--- config.mk ---
export PLATFORM = sky130hd
export DESIGN_NAME = elevator_group_dispatcher_core_flat
export DESIGN_NICKNAME = d
export VERILOG_FILES = /design/src/sv/egd_pkg.sv /design/src/sv/egd_if.sv /design/src/sv/egd_store_ram.sv /design/src/sv/egd_result_buf.sv /design/src/sv/elevator_group_dispatcher_core.sv /design/src/flat_wrapper.sv
export SDC_FILE = /design/constraint.sdc
export NUM_CORES = 1
export LEC_CHECK = 0
export BUFFER_PORTS_ARGS = -buffer_cell sky130_fd_sc_hd__buf_4
export CAP_MARGIN = 20
export CORE_MARGIN = 2
export CORE_UTILIZATION = 65
export CTS_BUF_LIST = sky130_fd_sc_hd__clkbuf_16
export CTS_CLUSTER_DIAMETER = 60
export DETAILED_ROUTE_END_ITERATION = 12
export MAX_ROUTING_LAYER = met4
export PLACE_DENSITY = 0.82
export REMOVE_ABC_BUFFERS = 1
export SYNTH_ARGS = -nofsm -noshare
export SYNTH_HDL_FRONTEND = slang
export SYNTH_SLANG_ARGS = --single-unit
--- constraint.sdc ---
create_clock -name clk -period 27 [get_ports clk]
set_input_delay 2.7 -clock clk [delete_from_list [all_inputs] [get_ports clk]]
set_output_delay 2.7 -clock clk [all_outputs]
set_load 0.02 [all_outputs]
--- src/sv/egd_pkg.sv ---
`timescale 1ns / 1ps
package egd_pkg;

  localparam int FLOOR_W = 4;
  localparam int CAR_W   = 3;
  localparam int EV_W    = 3;
  localparam int SCORE_W = 18;
  localparam int MAX_RES = 16;
  localparam int NRES_W  = 5;

  typedef enum logic [1:0] {
    KIND_TICK  = 2'd0,
    KIND_REQ   = 2'd1,
    KIND_MAINT = 2'd2,
    KIND_RSVD  = 2'd3
  } kind_t;

  typedef enum logic [EV_W-1:0] {
    EV_DEPART = 3'd0,
    EV_ARRIVE = 3'd1,
    EV_ASSIGN = 3'd2,
    EV_NOCAR  = 3'd3,
    EV_FULL   = 3'd4
  } event_t;

  typedef enum logic [1:0] {
    DIR_IDLE = 2'd0,
    DIR_UP   = 2'd1,
    DIR_DOWN = 2'd2,
    DIR_RSVD = 2'd3
  } dir_t;

  localparam logic CFG_PENALTY = 1'b0;
  localparam logic CFG_WEIGHT  = 1'b1;

  typedef enum logic [3:0] {
    S_IDLE,
    S_T_CAR,
    S_T_AFTERUP,
    S_T_DECIDE,
    S_T_TAKE,
    S_SCAN_RD,
    S_SCAN_CMP,
    S_REM_RD,
    S_REM_WR,
    S_M_NEXT,
    S_M_REM,
    S_D_SCORE,
    S_D_DO,
    S_EMIT,
    S_FIN
  } state_t;

  typedef struct packed {
    logic [EV_W-1:0]    ev;
    logic [CAR_W-1:0]   car;
    logic [FLOOR_W-1:0] from_fl;
    logic [FLOOR_W-1:0] to_fl;
  } result_t;

  typedef struct packed {
    logic    push;
    logic    flush;
    result_t data;
  } rb_cmd_t;

endpackage

--- src/sv/egd_if.sv ---
`timescale 1ns / 1ps
interface egd_req_if;
  logic       valid;
  logic       ready;
  logic [1:0] kind;
  logic [3:0] floor;
  logic [2:0] car;
  logic       maintenance_on;

  modport source(output valid, kind, floor, car, maintenance_on, input ready);
  modport sink(input valid, kind, floor, car, maintenance_on, output ready);
endinterface

interface egd_res_if;
  logic       valid;
  logic       ready;
  logic [2:0] event_res;
  logic [2:0] car_index;
  logic [3:0] from_floor;
  logic [3:0] to_floor;
  logic       last;

  modport source(output valid, event_res, car_index, from_floor, to_floor, last,
                 input ready);
  modport sink(input valid, event_res, car_index, from_floor, to_floor, last,
               output ready);
endinterface

--- src/sv/egd_store_ram.sv ---
`timescale 1ns / 1ps
module egd_store_ram #(
  parameter int DEPTH = 48,
  parameter int AW    = 6,
  parameter int DW    = 4
) (
  input  logic          clk,
  input  logic          we,
  input  logic [AW-1:0] waddr,
  input  logic [DW-1:0] wdata,
  input  logic [AW-1:0] raddr,
  output logic [DW-1:0] rdata
);

  logic [DW-1:0] mem [DEPTH];

  always_ff @(posedge clk) begin
    if (we) begin
      mem[waddr] <= wdata;
    end
    rdata <= mem[raddr];
  end

endmodule

--- src/sv/egd_result_buf.sv ---
`timescale 1ns / 1ps
module egd_result_buf (
  input  logic              clk,
  input  logic              rst,
  input  egd_pkg::rb_cmd_t  cmd,
  output logic              rdy,
  egd_res_if.source         res
);
  import egd_pkg::*;

  // one result held back until we know whether it is the last one
  logic    pend_v;
  result_t pend;

  assign rdy = !res.valid || res.ready;

  always_ff @(posedge clk) begin
    if (rst) begin
      pend_v    <= 1'b0;
      res.valid <= 1'b0;
    end else begin
      if (cmd.push) begin
        pend   <= cmd.data;
        pend_v <= 1'b1;
      end else if (cmd.flush) begin
        pend_v <= 1'b0;
      end
      if ((cmd.push || cmd.flush) && pend_v) begin
        res.valid      <= 1'b1;
        res.event_res  <= pend.ev;
        res.car_index  <= pend.car;
        res.from_floor <= pend.from_fl;
        res.to_floor   <= pend.to_fl;
        res.last       <= cmd.flush;
      end else if (res.valid && res.ready) begin
        res.valid <= 1'b0;
      end
    end
  end

endmodule

--- src/sv/elevator_group_dispatcher_core.sv ---
`timescale 1ns / 1ps
// Group dispatcher for up to eight elevator cars. One transaction is taken at a time:
// a tick steps every car, a floor request is scored against all cars and stored in the
// winner's up or down store, and entering maintenance drains that car's stores and
// redispatches each entry. Floor stores live in one synchronous RAM (one entry per
// car, direction and slot); car state and store counts are flops. A tick scans an idle
// car's stores with a read then a compare per entry through the single RAM read port;
// a drain costs one scan plus one dispatch per stored entry. Results are pushed
// through a one-deep hold stage so the final result carries last; results past the
// sixteenth are dropped while their dispatch still happens. Output stalls hold the
// sequencer. Config writes take effect at once and must only be made while idle.
module elevator_group_dispatcher_core #(
  parameter int NUM_CARS    = 3,
  parameter int NUM_FLOORS  = 16,
  parameter int STORE_DEPTH = 8
) (
  input  logic        clk,
  input  logic        rst,
  egd_req_if.sink     req,
  egd_res_if.source   res,
  input  logic        cfg_we,
  input  logic        cfg_index,
  input  logic [15:0] cfg_data
);
  import egd_pkg::*;

  localparam int CIW   = (NUM_CARS > 1) ? $clog2(NUM_CARS) : 1;
  localparam int CPW   = $clog2(NUM_CARS + 1);
  localparam int SW    = (STORE_DEPTH > 1) ? $clog2(STORE_DEPTH) : 1;
  localparam int CW    = $clog2(STORE_DEPTH + 1);
  localparam int DEPTH = NUM_CARS * 2 * STORE_DEPTH;
  localparam int AW    = (DEPTH > 1) ? $clog2(DEPTH) : 1;

  // configuration
  logic [15:0] penalty;
  logic [7:0]  weight;

  always_ff @(posedge clk) begin
    if (rst) begin
      penalty <= 16'd1000;
      weight  <= 8'd10;
    end else if (cfg_we) begin
      if (cfg_index == CFG_PENALTY) penalty <= cfg_data;
      else                          weight  <= cfg_data[7:0];
    end
  end

  // per-car state
  logic [FLOOR_W-1:0] car_floor [NUM_CARS];
  dir_t               car_dir   [NUM_CARS];
  logic               car_mov   [NUM_CARS];
  logic [FLOOR_W-1:0] car_tgt   [NUM_CARS];
  logic [FLOOR_W-1:0] car_cd    [NUM_CARS];
  logic               car_mnt   [NUM_CARS];
  logic [CW-1:0]      cnt       [NUM_CARS][2];

  // sequencer
  state_t state, state_next;
  state_t ret, sret, rret, dret;
  logic [CPW-1:0]     cp, dc;
  logic [CIW-1:0]     icar, scar, bestc;
  logic               sdir;
  logic [SW-1:0]      si, ridx;
  logic [FLOOR_W-1:0] sval [2];
  logic [SW-1:0]      sidx [2];
  logic               fu, fd, nd;
  logic               found;
  logic [SCORE_W-1:0] bests;
  logic [FLOOR_W-1:0] dfl, nxt;
  logic [NRES_W-1:0]  n;
  result_t            eres;

  rb_cmd_t rb_cmd;
  logic    rb_rdy;

  logic          mem_we;
  logic [AW-1:0] mem_waddr, mem_raddr;
  logic [3:0]    mem_wdata, mem_rdata;

  function automatic logic [AW-1:0] st_addr(input logic [CIW-1:0] c, input logic d,
                                             input logic [SW-1:0] s);
    st_addr = AW'((int'(c) * 2 + int'(d)) * STORE_DEPTH + int'(s));
  endfunction

  function automatic logic [FLOOR_W-1:0] floor_gap(input logic [FLOOR_W-1:0] a,
                                                   input logic [FLOOR_W-1:0] b);
    floor_gap = (a > b) ? a - b : b - a;
  endfunction

  // current-car views
  logic [CIW-1:0]     cc, dcc;
  logic [FLOOR_W-1:0] t_cf, t_cdn;
  logic               t_arrive, t_skip;
  logic [CW-1:0]      t_u, t_d;
  logic               t_fu, t_fd, t_nu, t_nd;
  logic [FLOOR_W-1:0] k_cf;
  logic               k_td;
  logic [CW-1:0]      s_cnt;
  logic               s_better, s_done;
  logic               d_avail, d_ok;
  logic [FLOOR_W-1:0] d_cf;
  logic [CW:0]        d_load;
  logic [SCORE_W-1:0] d_score;
  logic [FLOOR_W-1:0] b_cf;
  logic               b_dir;
  logic [CW-1:0]      b_cnt;
  logic               b_full, b_same;
  logic [FLOOR_W-1:0] in_fl;
  logic               in_car_ok;

  assign cc    = cp[CIW-1:0];
  assign dcc   = dc[CIW-1:0];
  assign t_cf  = car_floor[cc];
  assign t_cdn = (car_cd[cc] != '0) ? car_cd[cc] - 1'b1 : car_cd[cc];
  assign t_arrive = car_mov[cc] && (t_cdn == '0);
  assign t_u   = cnt[cc][0];
  assign t_d   = cnt[cc][1];
  assign t_skip = car_mnt[cc] || (t_u == '0 && t_d == '0);
  assign t_fu  = (car_dir[cc] == DIR_UP) && (t_u != '0);
  assign t_fd  = !t_fu && (car_dir[cc] == DIR_DOWN) && (t_d != '0);
  assign t_nu  = (t_u != '0) && !t_fd;
  assign t_nd  = (t_d != '0) && !t_fu;

  // keep the current direction if its store has work; else strict nearness picks down, otherwise up
  assign k_cf = car_floor[scar];
  assign k_td = fd || (!fu && (cnt[scar][1] != '0) &&
                ((cnt[scar][0] == '0) ||
                 (floor_gap(sval[1], k_cf) < floor_gap(sval[0], k_cf))));

  assign s_cnt    = cnt[scar][sdir];
  assign s_better = sdir ? (mem_rdata > sval[sdir]) : (mem_rdata < sval[sdir]);
  assign s_done   = (CW'(si) + 1'b1) >= s_cnt;

  assign d_avail = !car_mov[dcc] && !car_mnt[dcc];
  assign d_cf    = car_floor[dcc];
  assign d_ok    = (dfl > d_cf && car_dir[dcc] != DIR_DOWN) ||
                   (dfl < d_cf && car_dir[dcc] != DIR_UP) || (car_dir[dcc] == DIR_IDLE);
  assign d_load  = {1'b0, cnt[dcc][0]} + {1'b0, cnt[dcc][1]};
  assign d_score = (d_ok ? SCORE_W'(0) : SCORE_W'(penalty)) + SCORE_W'(floor_gap(d_cf, dfl))
                   + SCORE_W'(d_load) * SCORE_W'(weight);

  assign b_cf   = car_floor[bestc];
  assign b_same = (dfl == b_cf);
  assign b_dir  = (dfl < b_cf);
  assign b_cnt  = cnt[bestc][b_dir];
  assign b_full = (int'(b_cnt) >= STORE_DEPTH);

  assign in_fl     = (int'(req.floor) >= NUM_FLOORS) ? FLOOR_W'(NUM_FLOORS - 1) : req.floor;
  assign in_car_ok = (int'(req.car) < NUM_CARS);

  assign req.ready = (state == S_IDLE);

  // next state, RAM and result-buffer controls
  always_comb begin
    state_next    = state;
    mem_we        = 1'b0;
    mem_waddr     = '0;
    mem_wdata     = '0;
    mem_raddr     = '0;
    rb_cmd        = '0;
    rb_cmd.data   = eres;
    unique case (state)
      S_IDLE: begin
        if (req.valid) begin
          priority case (kind_t'(req.kind))
            KIND_TICK: state_next = S_T_CAR;
            KIND_REQ:  state_next = S_D_SCORE;
            KIND_MAINT: state_next = (in_car_ok && req.maintenance_on) ? S_M_NEXT : S_FIN;
            default:   state_next = S_FIN;
          endcase
        end
      end
      S_T_CAR: begin
        if (int'(cp) >= NUM_CARS) state_next = S_FIN;
        else if (car_mov[cc]) state_next = t_arrive ? S_EMIT : S_T_CAR;
        else if (t_skip) state_next = S_T_CAR;
        else state_next = S_SCAN_RD;
      end
      S_T_AFTERUP: state_next = nd ? S_SCAN_RD : S_T_DECIDE;
      S_T_DECIDE:  state_next = S_REM_RD;
      S_T_TAKE:    state_next = (nxt != k_cf) ? S_EMIT : S_T_CAR;
      S_SCAN_RD: begin
        mem_raddr  = st_addr(scar, sdir, si);
        state_next = S_SCAN_CMP;
      end
      S_SCAN_CMP: state_next = s_done ? sret : S_SCAN_RD;
      S_REM_RD: begin
        mem_raddr  = st_addr(scar, sdir, SW'(s_cnt - 1'b1));
        state_next = S_REM_WR;
      end
      S_REM_WR: begin
        mem_we     = 1'b1;
        mem_waddr  = st_addr(scar, sdir, ridx);
        mem_wdata  = mem_rdata;
        state_next = rret;
      end
      S_M_NEXT: begin
        if (cnt[icar][0] != '0 || cnt[icar][1] != '0) state_next = S_SCAN_RD;
        else state_next = S_FIN;
      end
      S_M_REM:   state_next = S_REM_RD;
      S_D_SCORE: state_next = (int'(dc) + 1 >= NUM_CARS) ? S_D_DO : S_D_SCORE;
      S_D_DO: begin
        if (found && !b_same && !b_full) begin
          mem_we    = 1'b1;
          mem_waddr = st_addr(bestc, b_dir, SW'(b_cnt));
          mem_wdata = dfl;
        end
        state_next = S_EMIT;
      end
      S_EMIT: begin
        if (int'(n) >= MAX_RES) state_next = ret;
        else if (rb_rdy) begin
          rb_cmd.push = 1'b1;
          state_next  = ret;
        end
      end
      S_FIN: begin
        if (rb_rdy) begin
          rb_cmd.flush = 1'b1;
          state_next   = S_IDLE;
        end
      end
      default: state_next = S_IDLE;
    endcase
  end

  always_ff @(posedge clk) begin
    if (rst) state <= S_IDLE;
    else     state <= state_next;
  end

  // car state and counts (control, cleared on reset)
  always_ff @(posedge clk) begin
    if (rst) begin
      for (int c = 0; c < NUM_CARS; c++) begin
        car_floor[c] <= '0;
        car_dir[c]   <= DIR_IDLE;
        car_mov[c]   <= 1'b0;
        car_tgt[c]   <= '0;
        car_cd[c]    <= '0;
        car_mnt[c]   <= 1'b0;
        cnt[c][0]    <= '0;
        cnt[c][1]    <= '0;
      end
    end else begin
      unique case (state)
        S_IDLE: begin
          if (req.valid && kind_t'(req.kind) == KIND_MAINT && in_car_ok) begin
            car_mnt[req.car[CIW-1:0]] <= req.maintenance_on;
          end
        end
        S_T_CAR: begin
          if (int'(cp) < NUM_CARS && car_mov[cc]) begin
            car_cd[cc] <= t_cdn;
            if (t_arrive) begin
              car_floor[cc] <= car_tgt[cc];
              car_mov[cc]   <= 1'b0;
            end
          end
        end
        S_T_DECIDE: car_dir[scar] <= k_td ? DIR_DOWN : DIR_UP;
        S_T_TAKE: begin
          if (nxt != k_cf) begin
            car_tgt[scar] <= nxt;
            car_mov[scar] <= 1'b1;
            car_cd[scar]  <= floor_gap(nxt, k_cf);
          end
        end
        S_REM_WR: cnt[scar][sdir] <= s_cnt - 1'b1;
        S_D_DO: begin
          if (found && !b_same && !b_full) cnt[bestc][b_dir] <= b_cnt + 1'b1;
        end
        default: ;
      endcase
    end
  end

  // sequencer registers
  always_ff @(posedge clk) begin
    if (rst) begin
      n <= '0;
    end else begin
      unique case (state)
        S_IDLE: begin
          n     <= '0;
          cp    <= '0;
          dc    <= '0;
          found <= 1'b0;
          dfl   <= in_fl;
          dret  <= S_FIN;
          icar  <= req.car[CIW-1:0];
        end
        S_T_CAR: begin
          if (int'(cp) < NUM_CARS) begin
            if (car_mov[cc] || t_skip) begin
              cp <= cp + 1'b1;
              if (t_arrive) begin
                eres <= '{EV_ARRIVE, CAR_W'(cc), t_cf, car_tgt[cc]};
                ret  <= S_T_CAR;
              end
            end else begin
              fu   <= t_fu;
              fd   <= t_fd;
              nd   <= t_nd;
              scar <= cc;
              si   <= '0;
              sdir <= !t_nu;
              sret <= t_nu ? S_T_AFTERUP : S_T_DECIDE;
            end
          end
        end
        S_T_AFTERUP: begin
          sdir <= 1'b1;
          si   <= '0;
          sret <= S_T_DECIDE;
        end
        S_T_DECIDE: begin
          nxt  <= sval[k_td];
          ridx <= sidx[k_td];
          sdir <= k_td;
          rret <= S_T_TAKE;
        end
        S_T_TAKE: begin
          cp <= cp + 1'b1;
          if (nxt != k_cf) begin
            eres <= '{EV_DEPART, CAR_W'(scar), k_cf, nxt};
            ret  <= S_T_CAR;
          end
        end
        S_SCAN_CMP: begin
          if (si == '0 || s_better) begin
            sval[sdir] <= mem_rdata;
            sidx[sdir] <= si;
          end
          si <= si + 1'b1;
        end
        S_M_NEXT: begin
          scar <= icar;
          si   <= '0;
          sdir <= (cnt[icar][0] == '0);
          sret <= S_M_REM;
        end
        S_M_REM: begin
          dfl   <= sval[sdir];
          ridx  <= sidx[sdir];
          rret  <= S_D_SCORE;
          dret  <= S_M_NEXT;
          dc    <= '0;
          found <= 1'b0;
        end
        S_D_SCORE: begin
          if (d_avail && (!found || d_score < bests)) begin
            found <= 1'b1;
            bestc <= dcc;
            bests <= d_score;
          end
          dc <= dc + 1'b1;
        end
        S_D_DO: begin
          ret <= dret;
          if (!found)      eres <= '{EV_NOCAR, '0, '0, dfl};
          else if (b_same || !b_full)
                           eres <= '{EV_ASSIGN, CAR_W'(bestc), b_cf, dfl};
          else             eres <= '{EV_FULL, CAR_W'(bestc), b_cf, dfl};
        end
        S_EMIT: begin
          if (rb_cmd.push) n <= n + 1'b1;
        end
        default: ;
      endcase
    end
  end

  egd_store_ram #(.DEPTH(DEPTH), .AW(AW), .DW(FLOOR_W)) u_ram (
    .clk   (clk),
    .we    (mem_we),
    .waddr (mem_waddr),
    .wdata (mem_wdata),
    .raddr (mem_raddr),
    .rdata (mem_rdata)
  );

  egd_result_buf u_rb (
    .clk (clk),
    .rst (rst),
    .cmd (rb_cmd),
    .rdy (rb_rdy),
    .res (res)
  );

  // never more than the result cap goes out per transaction
  a_cap: assert property (@(posedge clk) disable iff (rst)
    rb_cmd.push |-> (int'(n) < MAX_RES))
    else $error("result cap exceeded");

  // never remove from an empty store
  a_cnt: assert property (@(posedge clk) disable iff (rst)
    (state == S_REM_WR) |-> (s_cnt != '0))
    else $error("remove from empty store");

  // an accepted transaction always leaves idle
  a_busy: assert property (@(posedge clk) disable iff (rst)
    (req.valid && req.ready) |=> (state != S_IDLE))
    else $error("transaction accepted without work");

  // RAM write never races the scan read of the same cycle
  a_port: assert property (@(posedge clk) disable iff (rst)
    mem_we |-> (state == S_REM_WR || state == S_D_DO))
    else $error("unexpected store write");

endmodule
--- src/flat_wrapper.sv ---
// flat-port wrapper written by rule: the top's interface ports become plain ports
module elevator_group_dispatcher_core_flat import egd_pkg::*;
#(
  parameter int NUM_CARS    = 3,
  parameter int NUM_FLOORS  = 16,
  parameter int STORE_DEPTH = 8
)
  (clk, rst, cfg_we, cfg_index, cfg_data, req_valid, req_kind, req_floor, req_car, req_maintenance_on, req_ready, res_valid, res_event_res, res_car_index, res_from_floor, res_to_floor, res_last, res_ready);
  egd_req_if req_i ();
  egd_res_if res_i ();
  input  logic clk;
  input  logic rst;
  input  logic cfg_we;
  input  logic cfg_index;
  input  logic [15:0] cfg_data;
  input wire logic [$bits(req_i.valid)-1:0] req_valid;
  input wire logic [$bits(req_i.kind)-1:0] req_kind;
  input wire logic [$bits(req_i.floor)-1:0] req_floor;
  input wire logic [$bits(req_i.car)-1:0] req_car;
  input wire logic [$bits(req_i.maintenance_on)-1:0] req_maintenance_on;
  output wire logic [$bits(req_i.ready)-1:0] req_ready;
  output wire logic [$bits(res_i.valid)-1:0] res_valid;
  output wire logic [$bits(res_i.event_res)-1:0] res_event_res;
  output wire logic [$bits(res_i.car_index)-1:0] res_car_index;
  output wire logic [$bits(res_i.from_floor)-1:0] res_from_floor;
  output wire logic [$bits(res_i.to_floor)-1:0] res_to_floor;
  output wire logic [$bits(res_i.last)-1:0] res_last;
  input wire logic [$bits(res_i.ready)-1:0] res_ready;
  assign req_i.valid = req_valid;
  assign req_i.kind = req_kind;
  assign req_i.floor = req_floor;
  assign req_i.car = req_car;
  assign req_i.maintenance_on = req_maintenance_on;
  assign req_ready = req_i.ready;
  assign res_valid = res_i.valid;
  assign res_event_res = res_i.event_res;
  assign res_car_index = res_i.car_index;
  assign res_from_floor = res_i.from_floor;
  assign res_to_floor = res_i.to_floor;
  assign res_last = res_i.last;
  assign res_i.ready = res_ready;
  elevator_group_dispatcher_core #(.NUM_CARS(NUM_CARS), .NUM_FLOORS(NUM_FLOORS), .STORE_DEPTH(STORE_DEPTH)) u_core (.clk(clk), .rst(rst), .req(req_i), .res(res_i), .cfg_we(cfg_we), .cfg_index(cfg_index), .cfg_data(cfg_data));
endmodule
# ---- Word level (Yosys, flattened, before mapping)
# Memory sizes are Yosys's and may differ from the RTL's. A register that Yosys moved wholly into a read port is not among the register bits.
# Cells that the tools add are included.
dict set report totals {
  reg_bits 137
  mem_bits_rw 278
  elab_cells 407
  mem_count 10
}
# name words word_bits read_ports rd_clocked_by_memory_dff write_ports line
set memory_table {}
lappend memory_table {u_core.u_ram.mem 48 4 1 1 1 egd_store_ram.sv:15} ;# logic [DW-1:0] mem [DEPTH];
lappend memory_table {u_core.cnt 3 8 5 5 3 elevator_group_dispatcher_core.sv:55} ;# logic [CW-1:0] cnt [NUM_CARS][2];
lappend memory_table {u_core.car_cd 3 4 1 1 3 elevator_group_dispatcher_core.sv:53} ;# logic [FLOOR_W-1:0] car_cd [NUM_CARS];
lappend memory_table {u_core.car_floor 3 4 4 4 3 elevator_group_dispatcher_core.sv:49} ;# logic [FLOOR_W-1:0] car_floor [NUM_CARS];
lappend memory_table {u_core.car_tgt 3 4 1 1 3 elevator_group_dispatcher_core.sv:52} ;# logic [FLOOR_W-1:0] car_tgt [NUM_CARS];
lappend memory_table {u_core.sval 2 4 4 2 1 elevator_group_dispatcher_core.sv:64} ;# logic [FLOOR_W-1:0] sval [2];
lappend memory_table {{4 more memories} n/a n/a n/a n/a n/a n/a}
dict set report op_classes {
  add_sub_neg 26
  n_mul 1
  magnitude_cmp 22
  eq_ne 32
  n_mux 169
  bitwise_logic 5
  reduce_logical 105
}
# cell count
set op_table {}
lappend op_table {{$mux 4} 34}
lappend op_table {{$mux 14} 6}
lappend op_table {{$mux 2} 33}
lappend op_table {{$mux 1} 59}
lappend op_table {{$pmux 4 s14} 1}
lappend op_table {{$mux 8} 6}
lappend op_table {{$pmux 14 s3} 1}
lappend op_table {{$pmux 4 s3} 3}
lappend op_table {{$ge 32x3->1 const B} 1}
lappend op_table {{$pmux 4 s2} 4}
lappend op_table {{$sub 4x4->4} 8}
lappend op_table {{$eq 4x4->1 const B} 7}
lappend op_table {{$reduce_bool 4->1} 7}
lappend op_table {{$add 6x4->6} 4}
lappend op_table {{$gt 4x4->1} 6}
lappend op_table {{$logic_not 4->1} 6}
lappend op_table {{$pmux 6 s2} 2}
lappend op_table {{$reduce_and 4->1} 6}
lappend op_table {{$logic_and 1x1->1} 23}
lappend op_table {{$reduce_and 2->1} 10}
lappend op_table {{$add 18x13->18} 1}
lappend op_table {{$add 18x4->18} 1}
lappend op_table {{$lt 18x18->1} 1}
lappend op_table {{$mux 3} 6}
lappend op_table {{other kinds (53)} 124}

# ---- Longest topological paths before layout
dict set report logic_depth {
  ltp_word 14
  depth_mapped 37
}

# ---- Hierarchy
# From an unflattened synthesis, not the netlist that was laid out.
dict set report unflattened {
  cells_unflattened 1917
  area_unflattened_um2 24195.7
}
# mod instances cells_per_inst area_each_um2
set modules_own_cells {}
lappend modules_own_cells {elevator_group_dispatcher_core 1 1441 15342.2}
lappend modules_own_cells {egd_store_ram 1 437 7892.6}
lappend modules_own_cells {egd_result_buf 1 39 960.9}

# ---- Least setup slack after synthesis
# Ideal clock, no wire load.
dict set report synth_path {
  path_kind {reg-to-reg}
  start {register with a tool-made name}
  end {register with a tool-made name}
  setup_time_ns 0.121
  arrival_time_ns 8.464
  slack_ns 18.415
  stages_incl_launch_ff 38
  path_buffers 3
  period_less_slack_ns 8.585
  path_cell_list {dfxtp_1 > clkbuf_1 > buf_1 > mux4_2 > ha_1 > inv_1 > fa_1 > a21o_1 > a21o_1 > mux2i_1 > a31oi_1 > clkbuf_1 > nand2_1 > fa_1 > inv_1 > ha_1 > inv_1 > fa_1 > (+2 left out) > ha_1 > nor2b_1 > o21a_1 > o21ai_0 > nand2b_1 > a31o_2 > a41oi_1 > nor2b_1 > xnor2_1 > ha_1 > a21oi_1 > nor2b_1 > o21ai_0 > a21boi_0 > o21ai_0 > a21o_1 > and4_1 > mux2_2}
}

==> run_results.csv <==
group,metric,value,unit
outcome,outcome,"finished clean",
detailed_routing,dr.first_iter.drc_count,1747,
hold_path,worstHoldStart,"u_core.u_rb.pend[5]",
place,gp_congestion,0.953,
cells_and_area,syn2layout_area_growth,8.98,%
synthesis,ys.warnings.count,0,
detailed_routing,drt-pass1-iter-count,6,
global_route,grt_pass1_wl,91100,um
floorplan,io_pins,49,
cells_and_area,fillers,2462,
power,seqPwrFrac,31.1,%
clock_network,postCtsSetupBuffers,0,
global_route,grt.overflow.total,0,
cells_and_area,post_route_cells_drive_above_1_share,13.9,%
synthesis,synth-seq-cells,447,
place,place_hpwl,41600,um
clock_network,cts_sinks,447,
detailed_routing,drt-total-wl,58300,um
cells_and_area,nets,2182,
synthesis,yosys.cell_types.count,91,
power,power_frac_comb,48.7,%
global_route,grt_usage,31.9,%
floorplan,core,36600,um^2
place,portBuffers,47,
clock_network,root_buffer,"clkbuf_16",
clock_network,cts_hold_buf,0,
floorplan,fp.dieH,197,um
synthesis,synthCells,1950,
timing,finalHoldViolCount,0,
detailed_routing,vias,16338,
timing,tightest_slew,1190,ps
synthesis,synthArstFlopShare,0,%
detailed_routing,drc,0,
clock_network,clk_pin_slew_worst_paths,60,ps
power,ir_drop,146,uV
worst_setup_path,start_kind,"flop",
timing,drv_slew,0,
power,clock_power_share,20.2,%
detailed_routing,ant_nets,0,
worst_setup_path,cp.arrival,9190,ps
worst_setup_path,endpoint_kind,"flop",
synthesis,synth_flop_cell,"edfxtp_1",
floorplan,num_rows,70,
floorplan,start_util,65.9,%
cells_and_area,fin_util,71.9,%
detailed_routing,vias_per_cell,6.53,
floorplan,die_width,197,um
synthesis,synth_edf_count,397,
global_route,grt_max_degree,49,
clock_network,htreeDepth,2,
clock_network,cts_buffers,46,
global_route,antenna_found_initial,0,
power,swShare,39.9,%
worst_setup_path,critPathRequiredTime,27490,ps
synthesis,synth_area,24100,um^2
run,cap_viol_max_count,0,
timing,clock_skew,32.7,ps
hold_path,hold_class,"reg2reg",
timing,rsz0062_at_grt,"false",
timing,setup_violations,0,
hold_path,whs_path_depth,0,
floorplan,dieArea,38700,um^2
timing,tns,0,ps
power,p_leak,0.0101,uW
cells_and_area,layout_common_cells,"397 x edfxtp_1, 205 x nand2_1, 168 x nor2_1",
detailed_routing,wl_per_cell,23.3,um
timing,timing.final.crit_share,32.2,%
global_route,grt_pass1_vias,16320,
cells_and_area,final_common_cell,"edfxtp_1",
timing,min_period,8710,ps
worst_setup_path,critPathMaxFanout,21,
clock_network,worstSkewPairLatency,600,ps
clock_network,ctsResizeCount,0,
timing,slew_headroom,20.0,%
power,p_switching,1180,uW
cells_and_area,n_antenna_cell,0,
clock_network,cts_tree,"yes",
synthesis,avgSynthCellArea,12.4,um^2
clock_network,clk_path_buf_depth,3,
worst_setup_path,rrSetupSlack,18290,ps
power,internal-power,1780,uW
worst_setup_path,worstRegToRegCells,34,
hold_path,hold_end,"u_core.u_rb.res.from_floor[1]",
timing,fmax,115,MHz
worst_setup_path,critPathSlowestCell,"and4_1",
worst_setup_path,critPathMaxStageDelay,830,ps
power,cellPowerDensity,113,nW/um^2
worst_setup_path,setup.worst_path.class,"reg2reg",
synthesis,seq_area_frac_synth,53.5,%
how the worst max path moves through the flow:
stage | start | end | slack (ps) | cells after the start
2_1_floorplan | flop | flop | 18570 | 33
3_3_place_gp | flop | flop | 18540 | 34
3_5_place_dp | flop | flop | 18350 | 34
4_1_cts | flop | flop | 18340 | 34
5_1_grt | flop | flop | 17800 | 34
6_report | flop | flop | 18290 | 34
final cells by class:
class                           count  area (um^2)  area share (%)
Sequential cell                   447        12900            49.1
Timing Repair Buffer               73          548            2.08
Inverter                          118          443            1.68
Clock buffer                       48         1200            4.57
Tap cell                          468          586            2.23
Multi-Input combinational cell   1311        10400            39.5
Clock inverter                     38          230           0.875
power by group through the flow:
| stage | logic [uW] | clock network, uW | registers (uW) |
|---|---|---|---|
| 6_report | 1450 | 599 | 922 |
| 3_3_place_gp | 1380 | 0 | 931 |
| 5_1_grt | 1630 | 630 | 927 |
| 3_5_place_dp | 1430 | 0 | 934 |
| 4_1_cts | 1440 | 604 | 920 |
| 2_1_floorplan | 1030 | 0 | 935 |
synthesized netlist by cell type (10+ instances only):
library cell,instances,area (um^2)
xnor2_1,16,140
and2_1,48,300
o21ai_0,69,345
nand2b_1,34,213
xor2_1,13,114
mux2_2,17,191
ha_1,113,1410
nand3b_1,11,82.6
nor3_1,44,220
a21oi_1,96,480
buf_6,14,158
nand3_1,40,200
clkbuf_1,41,154
nor4_1,19,119
and3_1,22,138
mux4_2,84,1890
a211oi_1,10,75.1
nand2_1,205,769
inv_1,115,432
a21o_1,28,210
nor2_1,168,631
edfxtp_1,397,11900
mux2i_1,33,330
a31oi_1,19,119
fa_1,40,801
nor2b_1,29,181
dfxtp_1,50,1000
layer usage:
metal / track usage [%] / share of wire (%) / up-vias
met4: 13.7 / 4.3 / 0
met5: - / 0 / -
met3: 5.30 / 8.1 / 181
li1: - / - / 7294
met1: 40.2 / 38 / 8019
met2: 51.8 / 49 / 844
critical path: cells and delay by family (launching register included):
family | cells | cell delay (ps)
fa+ha+maj | 8 | 2910
compound gates | 12 | 1960
simple gates | 6 | 1500
mux | 3 | 900
flops | 1 | 790
buf+inv | 4 | 360
xor+xnor | 1 | 160
cells by family after synthesis:
group                    share of synthesized area (%)
buffers and inverters                             3.65
XOR/XNOR                                          1.05
multiplexers                                      11.0
flip-flops                                        53.5
other                                           0.0155
adder cells (fa/ha/maj)                           9.17
AND/OR/NAND/NOR                                   13.4
AO/OA/AOI/OAI                                     8.22
stage by stage:
| stage | power [uW] | instances | hold slack, ps | instance area (um^2) | worst slack, ps |
|---|---|---|---|---|---|
| floorplan | 1960 | 1876 | 400 | 23700 | 18570 |
| global placement | 2310 | 2416 | 400 | 24900 | 18540 |
| detailed placement | 2360 | 2416 | 405 | 24900 | 18350 |
| CTS | 2970 | 2502 | 415 | 26300 | 18340 |
| global route | 3190 | 2503 | 417 | 26300 | 17800 |
| finish | 2970 | 2503 | 417 | 26300 | 18290 |
state kept, by name, indices dropped and copies added (netlist names), 5 cells and up, named ones only:
name	flops
u_core.car_dir	8
u_core.weight	8
u_core.sval	8
u_core.u_ram.mem	192
u_core.car_tgt	16
u_core.u_rb.pend	13
u_core.car_floor	16
u_core.eres	13
u_core.n	5
u_core.bests	17
u_core.car_cd	16
u_core.sidx	6
u_core.cnt	32
u_core.penalty	16
Note: power is estimated with default switching activity, not from simulation.
